--- config.mk ---
export PLATFORM = sky130hd
export DESIGN_NAME = midpoint_line_rasterizer_top
export DESIGN_NICKNAME = d
export VERILOG_FILES = /design/src/hw/rtl/mlr_pkg.sv /design/src/hw/rtl/midpoint_line_rasterizer_top.sv
export SDC_FILE = /design/constraint.sdc
export NUM_CORES = 1
export LEC_CHECK = 0
export ABC_AREA = 1
export BUFFER_PORTS_ARGS = -buffer_cell sky130_fd_sc_hd__buf_4
export CAP_MARGIN = 5
export CORE_MARGIN = 3
export CORE_UTILIZATION = 60
export CTS_CLUSTER_SIZE = 12
export DETAILED_ROUTE_END_ITERATION = 8
export GPL_TIMING_DRIVEN = 1
export HOLD_SLACK_MARGIN = 0.1
export PLACE_DENSITY_LB_ADDON = 0.1
export SLEW_MARGIN = 20
export SYNTH_ARGS = -nofsm -noshare
export SYNTH_HDL_FRONTEND = slang
export SYNTH_SLANG_ARGS = --single-unit
--- constraint.sdc ---
create_clock -name clk -period 12.2 [get_ports clk]
set_input_delay 1.83 -clock clk [delete_from_list [all_inputs] [get_ports clk]]
set_output_delay 1.83 -clock clk [all_outputs]
set_load 0.02 [all_outputs]
--- src/hw/rtl/mlr_pkg.sv ---
// Package: widths, defaults and request codes for the midpoint line rasterizer.
package mlr_pkg;

	localparam int COORD_BITS_DEF = 12;
	localparam int PIX_BITS       = 12;
	localparam int COLOR_BITS     = 32;

	localparam logic REQ_START   = 1'b0;
	localparam logic REQ_ADVANCE = 1'b1;

endpackage

--- src/hw/rtl/midpoint_line_rasterizer_top.sv ---
// Top level: midpoint line rasterizer with registered request and pixel stages.
//
//  channel | handshake            | payload
//  --------+----------------------+-----------------------------------------------
//  request | req_valid/req_ready  | req_type start_x start_y end_x end_y line_color
//  pixel   | pix_valid/pix_ready  | pixel_x pixel_y pixel_color last_pixel
//
// One request per cycle is taken unless a held pixel stalls the request stage; it sits in the
// request register, and its pixel then goes to the output register (setup/step logic between).
// The decision add and compare picks the step increment and the minor-axis move.
// arst_n clears the line state and both valid flags.
// A pixel held in the output register stalls the request stage, which then
// drops req_ready; this holds for every request, including one that emits nothing.
module midpoint_line_rasterizer_top
	import mlr_pkg::*;
#(
	parameter int COORD_BITS = COORD_BITS_DEF
) (
	input  logic                  clk,
	input  logic                  arst_n,
	input  logic                  req_valid,
	output logic                  req_ready,
	input  logic                  req_type,
	input  logic [PIX_BITS-1:0]   start_x,
	input  logic [PIX_BITS-1:0]   start_y,
	input  logic [PIX_BITS-1:0]   end_x,
	input  logic [PIX_BITS-1:0]   end_y,
	input  logic [COLOR_BITS-1:0] line_color,
	output logic                  pix_valid,
	input  logic                  pix_ready,
	output logic [PIX_BITS-1:0]   pixel_x,
	output logic [PIX_BITS-1:0]   pixel_y,
	output logic [COLOR_BITS-1:0] pixel_color,
	output logic                  last_pixel
);

	localparam int CB = COORD_BITS;
	localparam int DW = COORD_BITS + 3;

	// request register
	logic                  valid_s1;
	logic                  req_type_s1;
	logic [CB-1:0]         x0_s1, y0_s1, x1_s1, y1_s1;
	logic [COLOR_BITS-1:0] color_s1;

	// line state
	logic                  line_active_q;
	logic                  axes_swapped_q;
	logic                  minor_falls_q;
	logic [CB-1:0]         major_pos_q;
	logic [CB-1:0]         major_end_q;
	logic [CB-1:0]         minor_pos_q;
	logic signed [DW-1:0]  decision_q;
	logic signed [DW-1:0]  step_lower_inc_q;
	logic signed [DW-1:0]  step_upper_inc_q;
	logic [COLOR_BITS-1:0] held_color_q;

	// pixel register
	logic                  pix_valid_q;
	logic [PIX_BITS-1:0]   pixel_x_q, pixel_y_q;
	logic [COLOR_BITS-1:0] pixel_color_q;
	logic                  last_pixel_q;

	logic proc_fire;

	assign proc_fire = valid_s1 && (!pix_valid_q || pix_ready);
	assign req_ready = !valid_s1 || proc_fire;

	// input masking to coordinate width
	logic [PIX_BITS+CB-1:0] sx_ext, sy_ext, ex_ext, ey_ext;
	assign sx_ext = {{CB{1'b0}}, start_x};
	assign sy_ext = {{CB{1'b0}}, start_y};
	assign ex_ext = {{CB{1'b0}}, end_x};
	assign ey_ext = {{CB{1'b0}}, end_y};

	always_ff @(posedge clk or negedge arst_n) begin
		if (!arst_n) begin
			valid_s1 <= 1'b0;
		end else if (req_ready) begin
			valid_s1 <= req_valid;
		end
	end

	always_ff @(posedge clk) begin
		if (req_ready && req_valid) begin
			req_type_s1 <= req_type;
			x0_s1       <= sx_ext[CB-1:0];
			y0_s1       <= sy_ext[CB-1:0];
			x1_s1       <= ex_ext[CB-1:0];
			y1_s1       <= ey_ext[CB-1:0];
			color_s1    <= line_color;
		end
	end

	// start setup
	logic [CB-1:0]        adx, ady;
	logic                 steep;
	logic [CB-1:0]        pa0, pb0, pa1, pb1;
	logic [CB-1:0]        a0, b0, a1, b1;
	logic signed [DW-1:0] a0e, b0e, a1e, b1e, dx, dy;
	logic signed [DW-1:0] su_dec, su_lower, su_upper;
	logic                 su_falls;

	always_comb begin
		adx   = (x1_s1 > x0_s1) ? x1_s1 - x0_s1 : x0_s1 - x1_s1;
		ady   = (y1_s1 > y0_s1) ? y1_s1 - y0_s1 : y0_s1 - y1_s1;
		steep = ady > adx;
		pa0   = steep ? y0_s1 : x0_s1;
		pb0   = steep ? x0_s1 : y0_s1;
		pa1   = steep ? y1_s1 : x1_s1;
		pb1   = steep ? x1_s1 : y1_s1;
		if (pa0 > pa1) begin
			a0 = pa1; b0 = pb1; a1 = pa0; b1 = pb0;
		end else begin
			a0 = pa0; b0 = pb0; a1 = pa1; b1 = pb1;
		end
		a0e = {3'b000, a0};
		b0e = {3'b000, b0};
		a1e = {3'b000, a1};
		b1e = {3'b000, b1};
		dx  = a1e - a0e;
		dy  = b1e - b0e;
		su_falls = dy < 0;
		if (!su_falls) begin
			su_dec   = dx - (dy <<< 1);
			su_lower = -(dy <<< 1);
			su_upper = (dx - dy) <<< 1;
		end else begin
			su_dec   = -dx - (dy <<< 1);
			su_lower = -((dx + dy) <<< 1);
			su_upper = -(dy <<< 1);
		end
	end

	// next state and pixel
	logic                  n_active, n_swapped, n_falls, emit;
	logic [CB-1:0]         n_major, n_end, n_minor;
	logic signed [DW-1:0]  n_dec, n_lower, n_upper;
	logic [COLOR_BITS-1:0] n_color;
	logic [CB-1:0]         px, py;
	logic                  n_last;
	logic [PIX_BITS+CB-1:0] px_ext, py_ext;

	always_comb begin
		n_active  = line_active_q;
		n_swapped = axes_swapped_q;
		n_falls   = minor_falls_q;
		n_major   = major_pos_q;
		n_end     = major_end_q;
		n_minor   = minor_pos_q;
		n_dec     = decision_q;
		n_lower   = step_lower_inc_q;
		n_upper   = step_upper_inc_q;
		n_color   = held_color_q;
		emit      = 1'b0;
		unique case (req_type_s1)
			REQ_START: begin
				n_swapped = steep;
				n_falls   = su_falls;
				n_major   = a0;
				n_end     = a1;
				n_minor   = b0;
				n_dec     = su_dec;
				n_lower   = su_lower;
				n_upper   = su_upper;
				n_color   = color_s1;
				emit      = 1'b1;
			end
			REQ_ADVANCE: begin
				priority if (!line_active_q) begin
					emit = 1'b0;
				end else if (major_pos_q >= major_end_q) begin
					n_active = 1'b0;
				end else begin
					if (decision_q > 0) begin
						n_dec = decision_q + step_lower_inc_q;
						if (minor_falls_q) begin
							n_minor = minor_pos_q - 1'b1;
						end
					end else begin
						n_dec = decision_q + step_upper_inc_q;
						if (!minor_falls_q) begin
							n_minor = minor_pos_q + 1'b1;
						end
					end
					n_major = major_pos_q + 1'b1;
					emit    = 1'b1;
				end
			end
			default: begin
				emit = 1'b0;
			end
		endcase
		n_last = n_major == n_end;
		if (emit) begin
			n_active = !n_last;
		end
		px     = n_swapped ? n_minor : n_major;
		py     = n_swapped ? n_major : n_minor;
		px_ext = {{PIX_BITS{1'b0}}, px};
		py_ext = {{PIX_BITS{1'b0}}, py};
	end

	always_ff @(posedge clk or negedge arst_n) begin
		if (!arst_n) begin
			line_active_q    <= 1'b0;
			axes_swapped_q   <= 1'b0;
			minor_falls_q    <= 1'b0;
			major_pos_q      <= '0;
			major_end_q      <= '0;
			minor_pos_q      <= '0;
			decision_q       <= '0;
			step_lower_inc_q <= '0;
			step_upper_inc_q <= '0;
			held_color_q     <= '0;
			pix_valid_q      <= 1'b0;
		end else begin
			if (proc_fire) begin
				line_active_q    <= n_active;
				axes_swapped_q   <= n_swapped;
				minor_falls_q    <= n_falls;
				major_pos_q      <= n_major;
				major_end_q      <= n_end;
				minor_pos_q      <= n_minor;
				decision_q       <= n_dec;
				step_lower_inc_q <= n_lower;
				step_upper_inc_q <= n_upper;
				held_color_q     <= n_color;
				pix_valid_q      <= emit;
			end else if (pix_ready) begin
				pix_valid_q <= 1'b0;
			end
		end
	end

	always_ff @(posedge clk) begin
		if (proc_fire && emit) begin
			pixel_x_q     <= px_ext[PIX_BITS-1:0];
			pixel_y_q     <= py_ext[PIX_BITS-1:0];
			pixel_color_q <= n_color;
			last_pixel_q  <= n_last;
		end
	end

	assign pix_valid   = pix_valid_q;
	assign pixel_x     = pixel_x_q;
	assign pixel_y     = pixel_y_q;
	assign pixel_color = pixel_color_q;
	assign last_pixel  = last_pixel_q;

endmodule

# Yosys cells after proc, flatten, opt, wreduce, memory -nomap -nowiden
# Index checks and enable logic that the tools add are counted.
# op_classes
n_addsub	18
n_lt_le_gt_ge	7
eq_ne	3
muxes	38
bitwise_logic	1
reduce_logical	13
# op_table
cell	n
$mux W12	20
$mux W15	6
$gt A12 B12 Y1	4
$pmux W12 S2	2
$sub A12 B12 Y12	4
$mux W32	1
$add A15 B15 Y15	2
$pmux W15 S2	1
$sub A12 B12 Y13	2
$add A12 B1 Y12 const B	2
$gt A15 B1 Y1 const B	1
$neg A13 Y15	1
$neg A14 Y15	1
$neg A15 Y15	1
$sub A13 B14 Y15	1
$sub A15 B14 Y15	1
$add A13 B13 Y14	1
$sub A13 B13 Y14	1
$lt A13 B1 Y1 const B	1
$eq A12 B12 Y1	1
$ge A12 B12 Y1	1
$sub A12 B1 Y12 const B	1
$mux W1	7
$reduce_and A2 Y1	2
other kinds (9)	15
# totals
regBits	256
inputBits	85
output_inout_bits	59
wordCells	102

# Depth between registers and ports, before layout
# logic_depth
ltp_word	11
ltp_mapped	69
ltp_nobuf	63

# Worst setup path before layout
# OpenSTA, ideal clock, no wires.
# synth_timing
path_kind	reg-to-reg
start	register x1_s1[0]
end	register decision_q[14]
setup_time_ns	0.227
arrival_time_ns	8.673
required_ns	11.973
path_slack_ns	3.300
stages_incl_launch_ff	61
n_path_buf	9
period_less_slack_ns	8.900
path_cell_list	edfxtp_1 -> inv_1 -> ha_1 -> inv_1 -> fa_1 -> a21oi_1 -> o21ai_0 -> a21boi_0 -> inv_1 -> nand2_1 -> nand2_1 -> nand2_1 -> buf_2 -> mux2_2 -> ha_1 -> nand2_1 -> inv_1 -> nand2_1 -> (+25 left out) -> and3_1 -> clkbuf_1 -> inv_1 -> buf_1 -> ha_1 -> clkbuf_1 -> inv_1 -> ha_1 -> inv_1 -> nor3_1 -> nand2_1 -> nand3_1 -> xor2_1 -> nand2_1 -> nand3_1 -> o21ai_0 -> nand2_1 -> o21ai_0
# synth_via
elab_chain_cells	11
elab_cells_between_ends	22
classes_between	add/sub (7); order compare (4); mux (11)
# synth_rtl
item	line	source
start: declaration	midpoint_line_rasterizer_top.sv:43	logic [CB-1:0] x0_s1, y0_s1, x1_s1, y1_s1;
start signal: assignment	midpoint_line_rasterizer_top.sv:89	x1_s1 <= ex_ext[CB-1:0];
$sub A12 B12 Y12 / $gt A12 B12 Y1 (equally long branches)	midpoint_line_rasterizer_top.sv:105	adx = (x1_s1 > x0_s1) ? x1_s1 - x0_s1 : x0_s1 - x1_s1;
$mux W12	midpoint_line_rasterizer_top.sv:105	
$gt A12 B12 Y1	midpoint_line_rasterizer_top.sv:107	steep = ady > adx;
$mux W12, on equally long branches	midpoint_line_rasterizer_top.sv:108, midpoint_line_rasterizer_top.sv:110	
$gt A12 B12 Y1	midpoint_line_rasterizer_top.sv:112	if (pa0 > pa1) begin
$mux W12	midpoint_line_rasterizer_top.sv:112	
$sub A12 B12 Y13	midpoint_line_rasterizer_top.sv:121	dx = a1e - a0e;
$neg A13 Y15	midpoint_line_rasterizer_top.sv:129	su_dec = -dx - (dy <<< 1);
$sub A15 B14 Y15	midpoint_line_rasterizer_top.sv:129	
$mux W15 *	midpoint_line_rasterizer_top.sv:124	if (!su_falls) begin
$pmux W15 S2 *	midpoint_line_rasterizer_top.sv:156	unique case (req_type_s1)
end signal: assignment	midpoint_line_rasterizer_top.sv:225	decision_q <= n_dec;
end: declaration	midpoint_line_rasterizer_top.sv:53	logic signed [DW-1:0] decision_q;
# Every way passes the cells marked *; elsewhere a longest branch is shown, timed or not.
# A chain may end at the register's enable or synchronous reset.

# Final worst setup path
# Same ends and word-level chain as after synthesis.

==> impl_results.md <==
* Setup CP Type: flip-flop to flip-flop
* Hold Path End: step_lower_inc_q[10]$_DFFE_PN0P_
* Drc violations at 0
* CTS Root Cell: clkbuf_16
* Clock sinks at 254
* R2r setup slk at between 1 and 1.5 ns
* Top_reg_cell synth: edfxtp_1
* Setup TNS at 0 ns
* Critical Path Max Stage Delay at 0.56 ns
* PostCTS Resize Cnt at 0
* CTS tree: built
* Hold_sp: step_lower_inc_q[10]$_DFFE_PN0P_
* Largest net degree at the start of global routing at 83
* RR Endpoint: decision_q[14]$_DFFE_PN0P_
* Area after DPL at roughly 22000 um^2
* Crit path max fanout at 58
* Post-CTS setup buffer count at 0
* Share of cells above drive strength 1 at 0.0886
* Die Area at between 30000 and 40000 um^2
* FF-to-FF Start: x1_s1[0]$_DFFE_PP_
* Mapped Cells at 2755
* Vias/cell at around 5.9
* Status: complete, no violations
* Critical Path RT at around 13 ns
* 1st-pass router iterations at 6
* Clock-pin slew of the registers on the worst-case setup and hold paths at 0.06 ns
* Die width at 190 um
* DR iter-0 viols at 1833
* Hold depth at 2
* Top cell type's share of synthesized area at 0.204
* Routed vias at 19400
* Area leader, netlist: edfxtp_1
* Synth Net Count at 3027
* Max cap viols at 0
* Setup WS post-layout at 1.24 ns
* Async SR Flop Fraction at 0.457
* Period utilization at 0.898
* Port Buffer Count at 143
* Chip Height at 190 um
* Slew HR at 0.380
* Ant. Diodes at 0
* Final Hold Fails at 0
* Slowest CP cell: o21bai_4
* Number of hold buffers added after cts at 0
* Routability cong. at 0.965
* Routed WL at 60800 um
* Initial antenna violation count at 0
* FF+latch count, synth at 254
* Clock latency at the later pin of the worst-skew pair at approximately 0.57 ns
* Worst slew pin tran at 0.930 ns
* Total CTS buffers at 28
* Synth Cell Area at 20300 um^2
* Critical path launch point type: flip-flop
* Ports at about 140
* DP HPWL at 47100 um
* Post-Layout Inst Area at ~23000 um^2
* Nets at 3118
* Period minus WS final at 10.96 ns
* Ys Warns at 0
* DP Worst Slack at 1.42 ns
* Critical Path AT at ~11 ns
* Setup violations, final at 0
* Row Count at 66
* Routed WL per cell at 18.4 um
* Syn_area_per_cell at 7.36 um^2
* Max-slew violations at 0
* Yosys cell types at 52
* Cell family with most CP delay: compound AO/OA/AOI/OAI gates
* Area growth syn-to-layout at 11.2%
* Starting Density at 0.616
* First-pass GRT wire length at 95700 um
* Crit. End Element: flip-flop
* Synth top area cells: edfxtp_1, nand2_1, dfrtp_1, ha_1, o21ai_0
* # H-tree levels at 1
* Maximum clock frequency at 91.3 MHz
* Reg2Reg Depth at 56
* Most Frequent Cell on Critical Path: nand2_1
* Core ar. at 32900 um^2
* CTS Buffer Depth at 3
* Post-synthesis sequential area ratio at 0.347
* RSZ-0062 raised after global routing: no
* Worst Path Buf+Inv at 11
* Worst hold path class: flip-flop to flip-flop
* Routed Antenna Nets at 0
* Grt ovf at 0
* EDFF count, synth at 138
* GRT Total Usage at 0.331
* Skew final at 0.0173 ns
* Vias in the first global route at 18400
==> placed cells by master, fill, tap and decap left out, types with 116 or more instances in the layout <==
master	netlist	final
a21oi_1	133	133
buf_4	3	161
dfrtp_1	116	116
edfxtp_1	138	138
ha_1	177	177
inv_1	303	300
nand2_1	838	837
nand3_1	214	214
nor2_1	124	123
o21ai_0	272	272
==> per-layer routing <==
metal	GRT usage	up-vias	routed length [um]
li1	-	9319	-
met1	0.428	9101	24600
met2	0.568	812	29200
met3	0.0405	163	4300
met4	0.132	0	2740
met5	0	-	0
==> stage by stage <==
step / cells / util / hold WS (ns)
global route: 3310 / 0.684 / 0.515
floorplan: 2755 / - / 0.449
detailed placement: 3258 / 0.657 / 0.476
CTS: 3310 / 0.684 / 0.494
finish: 3310 / 0.684 / 0.499
global placement: 3258 / 0.657 / 0.464
==> sequential cells by signal, indices dropped and copies added (netlist names), 12 cells and up <==
signal,cells
decision_q,15
color_s1,32
y0_s1,12
major_end_q,12
x1_s1,12
y1_s1,12
pixel_y,12
step_lower_inc_q,14
step_upper_inc_q,14
pixel_x,12
minor_pos_q,12
x0_s1,12
major_pos_q,12
pixel_color,32
held_color_q,32
==> cell type report <==
class | instances | area, um^2
clock inverter | 7 | 72.6
clock buffer | 45 | 826
sequential | 254 | 7050
timing repair buffer | 163 | 1240
multi-input combinational | 2085 | 11600
inverter | 314 | 1180
tap | 442 | 553
fill | 2709 | 10400
==> synthesized netlist by cell type (4+ instances only) <==
| cell type | number |
|---|---|
| nand2_1 | 838 |
| inv_1 | 303 |
| o21ai_0 | 272 |
| nand3_1 | 214 |
| ha_1 | 177 |
| edfxtp_1 | 138 |
| a21oi_1 | 133 |
| nor2_1 | 124 |
| dfrtp_1 | 116 |
| xor2_1 | 84 |
| clkbuf_1 | 67 |
| nand4_1 | 26 |
| buf_2 | 20 |
| xnor2_1 | 19 |
| nor3_1 | 16 |
| a31oi_1 | 15 |
| o211ai_1 | 15 |
| o221ai_1 | 13 |
| a21o_1 | 12 |
| o21bai_1 | 12 |
| nand3_2 | 11 |
| o21ai_1 | 11 |
| fa_1 | 10 |
| nand2_2 | 10 |
| nor4_1 | 10 |
| buf_1 | 9 |
| mux2i_1 | 9 |
| inv_2 | 8 |
| a211oi_1 | 6 |
| a221oi_1 | 6 |
| nand3b_1 | 6 |
| a21boi_0 | 4 |
| nor2_4 | 4 |
| o21a_1 | 4 |
| or2_2 | 4 |
==> kinds of logic after synthesis <==
group	Yosys count	share of synthesized area
and+or+nand+nor	1266	0.261
adders and majority gates	187	0.119
buffers and inverters	416	0.0796
muxes	11	0.00555
DFF	254	0.347
xor gates and xnor gates	104	0.0453
AOI/OAI and AO/OA	517	0.142
==> worst max path at each step <==
stage	slack (ns)	startpoint	cells after the start	endpoint
global route	0.23	y0_s1[5]$_DFFE_PP_	63	decision_q[14]$_DFFE_PN0P_
finish	1.24	x1_s1[0]$_DFFE_PP_	56	decision_q[14]$_DFFE_PN0P_
floorplan	3.30	x1_s1[0]$_DFFE_PP_	60	decision_q[14]$_DFFE_PN0P_
global placement	1.67	x1_s1[0]$_DFFE_PP_	60	decision_q[14]$_DFFE_PN0P_
detailed placement	1.42	x1_s1[0]$_DFFE_PP_	60	decision_q[14]$_DFFE_PN0P_
CTS	1.34	x1_s1[0]$_DFFE_PP_	56	decision_q[14]$_DFFE_PN0P_
==> worst reg2reg max path, delay by kind of cell, from the launching register on <==
kind            cells  cell delay (ns)
compound gates     13             3.07
buf+inv            11             1.31
simple gates       21             2.58
flops               1             0.40
fa+ha+maj           8             2.74
xor+xnor            3             0.72
Power is left out: the tool's default activity adds up to more than one toggle a clock period on the data nets, which glitch-free logic cannot reach.
